### src/rtl/core/pay_pkg.sv
// pay_pkg: shared constants, register map and helpers for the palette
// ARGB to YCbCr converter. No dependencies.
`timescale 1ns / 1ps
`default_nettype none

package pay_pkg;

    localparam int unsigned ADDR_W  = 5;
    localparam int unsigned DATA_W  = 32;
    localparam int unsigned CHAN_W  = 8;
    localparam int unsigned CFG9_W  = 9;

    // config register map, word index = paddr[ADDR_W-1:2]
    typedef enum logic [2:0] {
        REG_ALPHA_GAIN   = 3'd0,
        REG_ALPHA_OFFSET = 3'd1,
        REG_RGB_OUTPUT   = 3'd2,
        REG_TOP_LAYER    = 3'd3,
        REG_MIXER_FADE   = 3'd4,
        REG_MIXER_GRAY   = 3'd5
    } reg_idx_t;

    // BT.601 studio-range coefficients
    localparam logic [14:0] K_Y_R  = 15'd66;
    localparam logic [14:0] K_Y_G  = 15'd129;
    localparam logic [14:0] K_Y_B  = 15'd25;
    localparam logic [14:0] K_CB_R = 15'd38;
    localparam logic [14:0] K_CB_G = 15'd74;
    localparam logic [14:0] K_CB_B = 15'd112;
    localparam logic [14:0] K_CR_R = 15'd112;
    localparam logic [14:0] K_CR_G = 15'd94;
    localparam logic [14:0] K_CR_B = 15'd18;

    localparam logic [17:0] RND_HALF  = 18'd128;
    localparam logic [9:0]  Y_OFFSET  = 10'd16;
    localparam logic [9:0]  C_OFFSET  = 10'd128;
    localparam logic [9:0]  Y_MIN     = 10'd16;
    localparam logic [9:0]  Y_MAX     = 10'd235;
    localparam logic [9:0]  C_MIN     = 10'd16;
    localparam logic [9:0]  C_MAX     = 10'd240;
    localparam logic [7:0]  C_GRAY    = 8'h80;

    // floor(x/100) = (x * RECIP100) >> 24 for x < 2^16
    localparam logic [33:0] RECIP100  = 34'd167773;
    localparam int unsigned RECIP100_SH = 24;
    // floor(x/3) = (x * RECIP3) >> 11 for x < 2^11
    localparam logic [20:0] RECIP3    = 21'd683;
    localparam int unsigned RECIP3_SH = 11;

    // clamp a signed 10-bit value into [lo, hi], both within 0..255
    function automatic logic [7:0] clamp10(logic signed [9:0] x, logic [9:0] lo,
                                           logic [9:0] hi);
        logic [7:0] res;
        if (x < $signed(lo))
            res = lo[7:0];
        else if (x > $signed(hi))
            res = hi[7:0];
        else
            res = x[7:0];
        return res;
    endfunction

endpackage

`default_nettype wire

### src/rtl/core/palette_argb_to_ycbcr_top.sv
// Palette ARGB to YCbCr/RGB converter with alpha correction and layer mixer.
// Throughput 1 item/cycle while out_ready does not stall the output stage.
// Three register stages: products, sums and reciprocal divides, clamps and mixer.
// Output stage doubles as the output register; each stage holds under stall.
// rst_n async active low clears valid bits and config; rgb_output, top_layer set to 1.
// Depends on pay_pkg.
`timescale 1ns / 1ps
`default_nettype none

module palette_argb_to_ycbcr_top (
    input  wire logic                         clk,
    input  wire logic                         rst_n,
    // APB config
    input  wire logic                         psel,
    input  wire logic                         penable,
    input  wire logic                         pwrite,
    input  wire logic [pay_pkg::ADDR_W-1:0]   paddr,
    input  wire logic [pay_pkg::DATA_W-1:0]   pwdata,
    output logic      [pay_pkg::DATA_W-1:0]   prdata,
    output logic                              pready,
    // input items
    input  wire logic                         in_valid,
    output logic                              in_ready,
    input  wire logic [7:0]                   in_alpha,
    input  wire logic [7:0]                   in_red,
    input  wire logic [7:0]                   in_green,
    input  wire logic [7:0]                   in_blue,
    input  wire logic                         in_last,
    // result items
    output logic                              out_valid,
    input  wire logic                         out_ready,
    output logic      [7:0]                   out_first,
    output logic      [7:0]                   out_second,
    output logic      [7:0]                   out_third,
    output logic      [7:0]                   out_alpha,
    output logic                              out_last
);

    // ---------------- config registers ----------------
    logic signed [8:0] gain_reg;
    logic signed [8:0] offset_reg;
    logic              rgb_output_reg;
    logic              top_layer_reg;
    logic              mixer_fade_reg;
    logic              mixer_gray_reg;
    logic              cfg_wr;
    pay_pkg::reg_idx_t cfg_idx;

    assign pready  = 1'b1;
    assign cfg_wr  = psel && penable && pwrite;
    assign cfg_idx = pay_pkg::reg_idx_t'(paddr[pay_pkg::ADDR_W-1:2]);

    always_ff @(posedge clk or negedge rst_n)
    begin
        if (!rst_n)
        begin
            gain_reg       <= '0;
            offset_reg     <= '0;
            rgb_output_reg <= 1'b1;
            top_layer_reg  <= 1'b1;
            mixer_fade_reg <= 1'b0;
            mixer_gray_reg <= 1'b0;
        end
        else if (cfg_wr)
        begin
            case (cfg_idx)
                pay_pkg::REG_ALPHA_GAIN:   gain_reg       <= $signed(pwdata[8:0]);
                pay_pkg::REG_ALPHA_OFFSET: offset_reg     <= $signed(pwdata[8:0]);
                pay_pkg::REG_RGB_OUTPUT:   rgb_output_reg <= pwdata[0];
                pay_pkg::REG_TOP_LAYER:    top_layer_reg  <= pwdata[0];
                pay_pkg::REG_MIXER_FADE:   mixer_fade_reg <= pwdata[0];
                pay_pkg::REG_MIXER_GRAY:   mixer_gray_reg <= pwdata[0];
                default: ;
            endcase
        end
    end

    always_comb
    begin
        prdata = '0;
        case (cfg_idx)
            pay_pkg::REG_ALPHA_GAIN:   prdata = {{(pay_pkg::DATA_W-9){gain_reg[8]}}, gain_reg};
            pay_pkg::REG_ALPHA_OFFSET: prdata = {{(pay_pkg::DATA_W-9){offset_reg[8]}},
                                                 offset_reg};
            pay_pkg::REG_RGB_OUTPUT:   prdata = {{(pay_pkg::DATA_W-1){1'b0}}, rgb_output_reg};
            pay_pkg::REG_TOP_LAYER:    prdata = {{(pay_pkg::DATA_W-1){1'b0}}, top_layer_reg};
            pay_pkg::REG_MIXER_FADE:   prdata = {{(pay_pkg::DATA_W-1){1'b0}}, mixer_fade_reg};
            pay_pkg::REG_MIXER_GRAY:   prdata = {{(pay_pkg::DATA_W-1){1'b0}}, mixer_gray_reg};
            default:                   prdata = '0;
        endcase
    end

    logic mix;
    assign mix = !top_layer_reg;

    // ---------------- stage handshake ----------------
    logic v1_reg, v2_reg, v3_reg;
    logic rdy1, rdy2, rdy3;

    assign rdy3     = !v3_reg || out_ready;
    assign rdy2     = !v2_reg || rdy3;
    assign rdy1     = !v1_reg || rdy2;
    assign in_ready = rdy1;

    always_ff @(posedge clk or negedge rst_n)
    begin
        if (!rst_n)
        begin
            v1_reg <= 1'b0;
            v2_reg <= 1'b0;
            v3_reg <= 1'b0;
        end
        else
        begin
            if (rdy1)
                v1_reg <= in_valid;
            if (rdy2)
                v2_reg <= v1_reg;
            if (rdy3)
                v3_reg <= v2_reg;
        end
    end

    // ---------------- stage 1: products ----------------
    logic [7:0]  s1_alpha_reg;
    logic        s1_last_reg;
    logic [15:0] s1_gmag_reg;
    logic [9:0]  s1_rgbsum_reg;
    logic [14:0] s1_yr_reg, s1_yb_reg;
    logic [15:0] s1_yg_reg;
    logic [14:0] s1_cbr_reg, s1_cbg_reg, s1_cbb_reg;
    logic [14:0] s1_crr_reg, s1_crg_reg, s1_crb_reg;
    logic [7:0]  s1_red_reg, s1_green_reg, s1_blue_reg;

    logic [8:0]  gain_abs;
    logic [16:0] gmag_next;
    logic [14:0] r15, g15, b15;

    assign gain_abs  = gain_reg[8] ? 9'(-gain_reg) : 9'(gain_reg);
    assign gmag_next = 17'(gain_abs) * 17'(in_alpha);
    assign r15 = 15'(in_red);
    assign g15 = 15'(in_green);
    assign b15 = 15'(in_blue);

    always_ff @(posedge clk)
    begin
        if (rdy1)
        begin
            s1_alpha_reg  <= in_alpha;
            s1_last_reg   <= in_last;
            s1_red_reg    <= in_red;
            s1_green_reg  <= in_green;
            s1_blue_reg   <= in_blue;
            s1_gmag_reg   <= gmag_next[15:0];
            s1_rgbsum_reg <= 10'(in_red) + 10'(in_green) + 10'(in_blue);
            s1_yr_reg     <= r15 * pay_pkg::K_Y_R;
            s1_yg_reg     <= 16'(in_green) * 16'(pay_pkg::K_Y_G);
            s1_yb_reg     <= b15 * pay_pkg::K_Y_B;
            s1_cbr_reg    <= r15 * pay_pkg::K_CB_R;
            s1_cbg_reg    <= g15 * pay_pkg::K_CB_G;
            s1_cbb_reg    <= b15 * pay_pkg::K_CB_B;
            s1_crr_reg    <= r15 * pay_pkg::K_CR_R;
            s1_crg_reg    <= g15 * pay_pkg::K_CR_G;
            s1_crb_reg    <= b15 * pay_pkg::K_CR_B;
        end
    end

    // ---------------- stage 2: sums, rounding, divides ----------------
    logic [7:0]        s2_alpha_reg;
    logic              s2_last_reg;
    logic [9:0]        s2_q100_reg;
    logic [7:0]        s2_avg_reg;
    logic [8:0]        s2_y_reg;
    logic signed [9:0] s2_cb_reg;
    logic signed [9:0] s2_cr_reg;
    logic [7:0]        s2_red_reg, s2_green_reg, s2_blue_reg;

    logic [33:0]        q100_full;
    logic [20:0]        avg_full;
    logic [17:0]        y_sum;
    logic signed [17:0] cb_sum;
    logic signed [17:0] cr_sum;

    assign q100_full = 34'(s1_gmag_reg) * pay_pkg::RECIP100;
    assign avg_full  = 21'(s1_rgbsum_reg) * pay_pkg::RECIP3;
    assign y_sum     = 18'(s1_yr_reg) + 18'(s1_yg_reg) + 18'(s1_yb_reg) + pay_pkg::RND_HALF;
    assign cb_sum    = $signed(18'(s1_cbb_reg)) - $signed(18'(s1_cbr_reg))
                     - $signed(18'(s1_cbg_reg)) + $signed(pay_pkg::RND_HALF);
    assign cr_sum    = $signed(18'(s1_crr_reg)) - $signed(18'(s1_crg_reg))
                     - $signed(18'(s1_crb_reg)) + $signed(pay_pkg::RND_HALF);

    always_ff @(posedge clk)
    begin
        if (rdy2)
        begin
            s2_alpha_reg <= s1_alpha_reg;
            s2_last_reg  <= s1_last_reg;
            s2_red_reg   <= s1_red_reg;
            s2_green_reg <= s1_green_reg;
            s2_blue_reg  <= s1_blue_reg;
            s2_q100_reg  <= q100_full[pay_pkg::RECIP100_SH +: 10];
            s2_avg_reg   <= avg_full[pay_pkg::RECIP3_SH +: 8];
            s2_y_reg     <= y_sum[16:8];
            s2_cb_reg    <= cb_sum[17:8];
            s2_cr_reg    <= cr_sum[17:8];
        end
    end

    // ---------------- stage 3: clamps, mixer, output register ----------------
    logic [7:0] s3_first_reg, s3_second_reg, s3_third_reg, s3_alpha_reg;
    logic       s3_last_reg;

    logic signed [11:0] alpha_sum;
    logic signed [11:0] corr;
    logic [7:0]         alpha_sat;
    logic [7:0]         alpha_next;
    logic signed [9:0]  y_off, cb_off, cr_off;
    logic [7:0]         first_next, second_next, third_next;

    assign corr      = gain_reg[8] ? -$signed(12'(s2_q100_reg)) : $signed(12'(s2_q100_reg));
    assign alpha_sum = $signed(12'(s2_alpha_reg)) + corr + 12'(offset_reg);
    assign alpha_sat = (alpha_sum < 0) ? 8'd0 :
                       (alpha_sum > 12'sd255) ? 8'd255 : alpha_sum[7:0];
    assign alpha_next = (mix && mixer_fade_reg) ? {1'b0, alpha_sat[7:1]} : alpha_sat;

    assign y_off  = $signed(10'(s2_y_reg)) + $signed(pay_pkg::Y_OFFSET);
    assign cb_off = s2_cb_reg + $signed(pay_pkg::C_OFFSET);
    assign cr_off = s2_cr_reg + $signed(pay_pkg::C_OFFSET);

    always_comb
    begin
        if (rgb_output_reg)
        begin
            if (mix && mixer_gray_reg)
            begin
                first_next  = s2_avg_reg;
                second_next = s2_avg_reg;
                third_next  = s2_avg_reg;
            end
            else
            begin
                first_next  = s2_red_reg;
                second_next = s2_green_reg;
                third_next  = s2_blue_reg;
            end
        end
        else
        begin
            first_next = pay_pkg::clamp10(y_off, pay_pkg::Y_MIN, pay_pkg::Y_MAX);
            if (mix && mixer_gray_reg)
            begin
                second_next = pay_pkg::C_GRAY;
                third_next  = pay_pkg::C_GRAY;
            end
            else
            begin
                second_next = pay_pkg::clamp10(cb_off, pay_pkg::C_MIN, pay_pkg::C_MAX);
                third_next  = pay_pkg::clamp10(cr_off, pay_pkg::C_MIN, pay_pkg::C_MAX);
            end
        end
    end

    always_ff @(posedge clk)
    begin
        if (rdy3)
        begin
            s3_first_reg  <= first_next;
            s3_second_reg <= second_next;
            s3_third_reg  <= third_next;
            s3_alpha_reg  <= alpha_next;
            s3_last_reg   <= s2_last_reg;
        end
    end

    assign out_valid  = v3_reg;
    assign out_first  = s3_first_reg;
    assign out_second = s3_second_reg;
    assign out_third  = s3_third_reg;
    assign out_alpha  = s3_alpha_reg;
    assign out_last   = s3_last_reg;

endmodule

`default_nettype wire
### config.mk
export PLATFORM = sky130hd
export DESIGN_NAME = palette_argb_to_ycbcr_top
export DESIGN_NICKNAME = d
export VERILOG_FILES = /design/src/rtl/core/pay_pkg.sv /design/src/rtl/core/palette_argb_to_ycbcr_top.sv
export SDC_FILE = /design/constraint.sdc
export NUM_CORES = 1
export LEC_CHECK = 0
export BUFFER_PORTS_ARGS = -buffer_cell sky130_fd_sc_hd__buf_2
export CAP_MARGIN = 20
export CORE_ASPECT_RATIO = 0.9
export CORE_UTILIZATION = 40
export DETAILED_ROUTE_END_ITERATION = 10
export GPL_TIMING_DRIVEN = 0
export SLEW_MARGIN = 25
export SYNTH_ARGS = -nofsm -noshare
export SYNTH_HDL_FRONTEND = slang
export SYNTH_SLANG_ARGS = --single-unit
### constraint.sdc
create_clock -name clk -period 10.1 [get_ports clk]
set_input_delay 2.02 -clock clk [delete_from_list [all_inputs] [get_ports clk]]
set_output_delay 2.02 -clock clk [all_outputs]
set_load 0.02 [all_outputs]
==> results of run 1 <==
## path summary, 6_finish.rpt
kind / start / slack [ns] / endpoint / cells after the start
worst max-delay path: s1_gmag_reg[11] / 3.71 / s2_q100_reg[4] / 19
worst min-delay path: s1_blue_reg[3] / 0.42 / s2_blue_reg[3] / 0
worst max register to register: s1_gmag_reg[11] / 3.71 / s2_q100_reg[4] / 19
max in group asynchronous: rst_n / 8.24 / offset_reg[2] / 1
min in group asynchronous: rst_n / 1.47 / offset_reg[8] / 1
worst min register to register: s1_blue_reg[3] / 0.42 / s2_blue_reg[3] / 0
## metal layers
metal,vias to the layer above,track usage
met4,0,0.04340
met1,8923,0.2658
met2,410,0.2839
li1,8777,-
met3,70,0.02773
met5,-,0
## cell usage after synthesis (7+ instances only)
cell type,n,area [um^2]
a21o_1,31,232.7
nand2b_1,30,187.7
and3_1,8,50.05
dfrtp_1,23,575.6
a211oi_1,7,52.55
nand3_1,20,100.1
o21a_1,18,135.1
xor2_1,43,376.6
nor2_1,92,345.3
clkbuf_1,19,71.32
and2_1,16,100.1
a22o_1,9,78.83
o21ai_1,9,45.04
mux2i_1,18,180.2
nand2_1,107,401.6
edfxtp_1,264,7928
a31oi_1,12,75.07
nor2b_1,69,431.7
fa_1,237,4745
ha_1,502,6281
or3_1,8,50.05
o21bai_1,29,217.7
nor3_1,26,130.1
xnor2_1,117,1025
mux2_2,18,202.7
buf_4,24,180.2
o21ai_0,50,250.2
o31ai_1,10,75.07
a21oi_1,109,545.5
inv_1,487,1828
## stage by stage
stage / setup slack, ns / hold WS [ns] / util / area (um^2)
after floorplan: 1.666 / 0.4003 / - / 27810
after global placement: -2.587 / 0.4031 / 0.4304 / 29550
after detailed placement: 3.693 / 0.4052 / 0.4339 / 29790
after CTS: 3.728 / 0.4183 / 0.4504 / 30930
after global routing: 3.496 / 0.4212 / 0.4504 / 30930
final: 3.714 / 0.4188 / 0.4504 / 30930
## cell type report
cell class | count | area, um^2
buffer | 44 | 255.2
sequential | 289 | 8556
inverter | 488 | 1832
multi-input combinational | 1690 | 17170
timing repair buffer | 135 | 813.3
clock buffer | 40 | 915.9
fill | 6357 | 37730
tap | 930 | 1164
clock inverter | 24 | 217.7
## kinds of logic after synthesis
kind of cell               share of synthesized area
AOI/OAI and AO/OA                            0.07968
xor gates and xnor gates                     0.05039
other                                      0.0001348
DFF                                           0.3076
muxes                                        0.01377
and+or+nand+nor                              0.07689
adders and majority gates                     0.3965
buffers and inverters                        0.07504
## worst max-delay path: stages (launching register included)
cell,delay [ns]
edfxtp_1,0.72
fa_1,0.59
ha_1,0.31
inv_1,0.05
fa_1,0.58
inv_1,0.07
fa_1,0.52
fa_1,0.57
inv_1,0.06
fa_1,0.54
inv_1,0.04
ha_1,0.31
a211oi_2,0.23
o21bai_1,0.16
a221oi_2,0.33
o211ai_1,0.27
a31o_1,0.31
a21o_1,0.22
a21oi_2,0.16
xnor2_1,0.08
==> impl_metrics.ini, run 1 <==
[job]
cap_viol_max_count = 0

[logic_synthesis]
avgSynthCellArea_um2 = 11.08
ys_types = 79
syn_nets = 3327
ys_async_sr_fraction = 0.08651
synth_flop_cell = edfxtp_1
syn_inst = 2511
yosysWarnings = 0
yosysSeqAreaShare = 0.3076
synth_seq_cells = 289
synth_area_um2 = 27810
synth_edf_count = 264

[final_layout]
finalNonFillerCells = 3640
fin_nets = 3500
drive_above_1_share = 0.09705
final_common_cell = ha_1
layout_common_cells = ha_1 (502), inv_1 (487), edfxtp_1 (264)
diodes = 0
area_growth_pct = 11.20

[clocking]
clock_path_buffers = 3
cts_buffers = 36
cts_tree = yes
ctsResizeCount = 0
cts-root-buf = clkbuf_16
clock_sinks = 289
clock_latency_ns = 0.55
path_clk_slew_ns = 0.06
hold_buffers = 0
htree_levels = 2
cts_setup_buffers = 0

[floorplan]
row_count = 91
pin_count = 145
initial_core_util = 0.4051
dieWidth_um = 279.9
core_um2 = 68660
dieArea_um2 = 70590
fp.dieH_um = 252.1

[critical_path]
cp.arrival_ns = 6.66
critical_path_class = flop to flop
end_kind = flop
start_kind = flop
cp_max_fo = 7
crit_required_ns = 10.38

[sta]
hold_viol_final = 0
fin_crit_sh = 0.6323
rsz0062_at_grt = false
tightest_slew_ns = 0.9007
fin_worst_skew_ns = 0.02458
setup_tns_ns = 0
drv_slew = 0
fmax_ghz = 0.1566
slew_headroom = 0.3824
setup_violations = 0
period_minus_slack_ns = 6.386

[route]
drc = 0
routedWlPerCell_um = 17.09
via_per_inst = 4.995
vias = 18180
routed_wl_um = 62220
dr_wl_met2_um = 26960
topRoutingLayerUsed = met4
first_pass_iters = 5
drt-initial-drc-count = 990
final_antenna_net_count = 0
wl_met1_um = 30930
dr_wl_met3_um = 3218

[placement]
io_buffers = 115
placedCellCount = 3576
place.gp.congestion = 0.8855
dp_hpwl_um = 50920

[global_route]
first_global_vias = 18630
overflow = 0
antenna_found_initial = 0
grt_max_degree = 27
grt_usage = 0.1824
grt_first_pass_wirelength_um = 100000

[min_path]
holdCritPathClass = flop to flop

[status]
status = finished clean
Power of run 1 is not shown: default switching activity piles up to over one toggle a cycle in this logic, so the estimate is an artifact.
==> inputs of run 2 (changes only) <==
==> constraint.sdc (replaced) <==
create_clock -name clk -period 5.5 [get_ports clk]
set_input_delay 1.1 -clock clk [delete_from_list [all_inputs] [get_ports clk]]
set_output_delay 1.1 -clock clk [all_outputs]
set_load 0.02 [all_outputs]
==> run 2 against run 1 <==
- the flow now finishes with violations (negative setup slack)
- fmax increased by 11%
- via count increased by 1.1%
- hold slack got worse by 0.0023 ns
- setup slack got worse by 4.0 ns
- global-route usage increased by 0.42 points
- core utilization increased by 1.6 points
- first-iteration DRC count decreased by 8.4%
- final area increased by 3.5%
- largest cell class unchanged
- register-to-register slack got worse by 4.0 ns
- clock-buffer cell count increased by 9
- non-clock buffer count increased by 67
==> impl_metrics.ini, run 2 (synthesis gave the netlist of run 1 again) <==
[final_layout]
multi_input_area_um2 = 17540
seq_area_um2 = 8559
area_growth_pct = 15.11
layout_common_cells = ha_1 (491), inv_1 (475), edfxtp_1 (264)
diodes = 0
fin_nets = 3567
final_common_cell = ha_1
drive_above_1_share = 0.1447
fin_area_um2 = 32010
fill_cells = 6304

[route]
via_per_inst = 4.954
routed_wl_um = 64380
vias = 18370
first_pass_iters = 5
routedWlPerCell_um = 17.36
drc = 0
final_antenna_net_count = 0
drt-initial-drc-count = 907

[clocking]
clock_path_buffers = 3
clock_latency_ns = 0.55
cts-root-buf = clkbuf_16
path_clk_slew_ns = 0.06
cts_tree = yes
htree_levels = 2
cts_buffers = 36
clock_sinks = 289
hold_buffers = 0

[global_route]
antenna_found_initial = 3
grt_max_degree = 26
grt_first_pass_wirelength_um = 102400
overflow = 0
grt_usage = 0.1865
first_global_vias = 19050

[placement]
place.gp.congestion = 0.8941
place_area_um2 = 29830
dp_hpwl_um = 51330
io_buffers = 115

[critical_path]
crit_required_ns = 5.78
critPathSlowestCell = fa_2
end_kind = flop
path_buf_inv = 2
critical_path_class = flop to flop
path_cells = fa_2 -> buf_4 -> ha_1 -> fa_1 -> fa_1 -> fa_2 -> fa_1 -> ha_4 -> a211oi_2 -> o21ai_1 -> a221oi_2 -> o211ai_1 -> buf_4 -> a31o_1 -> a21o_1 -> a21oi_2 -> xnor2_1
crit_family = adder cells
cpMostUsedCell = fa_1
cp_max_fo = 4
cp.arrival_ns = 6.05
max_stage_delay_ns = 0.68
start_kind = flop

[min_path]
holdCritPathClass = flop to flop

[floorplan]
core_um2 = 68660
row_count = 91
fp.dieH_um = 252.1
dieArea_um2 = 70590
pin_count = 145
dieWidth_um = 279.9
initial_core_util = 0.4051

[sta]
period_minus_slack_ns = 5.761
drv_slew = 0
fin_crit_sh = 1.047
tightest_slew_ns = 0.8063
fmax_ghz = 0.1736
slew_headroom = 0.4619
timing.final.ws_setup_ns = -0.2606
hold_viol_final = 0
rsz0062_at_grt = true
fin_worst_skew_ns = 0.02737
setup_violations = 8

[status]
violations = negative setup slack
status = finished, violations left

[job]
cap_viol_max_count = 0
-- run 2: changes by cell type in the layout (fill, tap and decap cells not counted), moves of 10 or more --
cell   delta
buf_4    +59
inv_1    -12
inv_2    +12
fa_1     -11
fa_2     +11
ha_1     -11
ha_4     +10
-- run 2: per-layer routing --
| layer | GRT usage | vias up | part of all wire |
|---|---|---|---|
| met5 | 0 | - | 0 |
| met4 | 0.04231 | 0 | 0.020 |
| met3 | 0.02265 | 75 | 0.047 |
| met2 | 0.2903 | 404 | 0.44 |
| met1 | 0.2763 | 8987 | 0.50 |
| li1 | - | 8907 | - |
-- run 2: worst register-to-register path, delay by kind of cell (launching register included) --
family	cells	cell delay, ns
buf+inv	2	0.31
flops	1	0.52
compound gates	7	1.30
fa+ha+maj	7	3.30
xor+xnor	1	0.08
-- run 2: area by class of cell --
cell class,count,area share
flip-flops and latches,289,0.2674
repair buffers,202,0.04291
multi-input cells,1690,0.5480
well taps,930,0.03635
plain buffers,44,0.008325
inverters,488,0.05722
clock buffers,49,0.03256
clock inverters,17,0.007231
-- run 2: timing repair --
item | 4_1_cts | 5_1_grt
setup endpoints to repair | 19 | 15
buffers inserted | 36 | 29
pin swaps | 26 | 52
resized for setup | 44 | 48
-- run 2: final timing paths --
| check | endpoint | cells past startpoint | from | slack, ns |
|---|---|---|---|---|
| setup / recovery | s2_q100_reg[4] | 17 | s1_gmag_reg[7] | -0.26 |
| hold / removal | s2_red_reg[5] | 0 | s1_red_reg[5] | 0.42 |
| setup reg to reg | s2_q100_reg[4] | 17 | s1_gmag_reg[7] | -0.26 |
| hold reg to reg | s2_red_reg[5] | 0 | s1_red_reg[5] | 0.42 |
| max in group asynchronous | gain_reg[1] | 1 | rst_n | 4.51 |
| min in group asynchronous | offset_reg[2] | 1 | rst_n | 0.57 |
-- run 2: stage by stage --
stage	utilization	hold slack, ns	cells	setup TNS [ns]	worst slack [ns]
floorplan	-	0.4003	2511	-306.44	-2.014
global placement	0.4304	0.4021	3556	-796.44	-5.481
detailed placement	0.4345	0.4045	3578	-9.372	-0.8067
CTS	0.4596	0.4179	3680	-1.540	-0.2501
global route	0.4663	0.4242	3709	-2.997	-0.4633
finish	0.4663	0.4165	3709	-1.244	-0.2606
Power of run 2 is left out for the same reason.
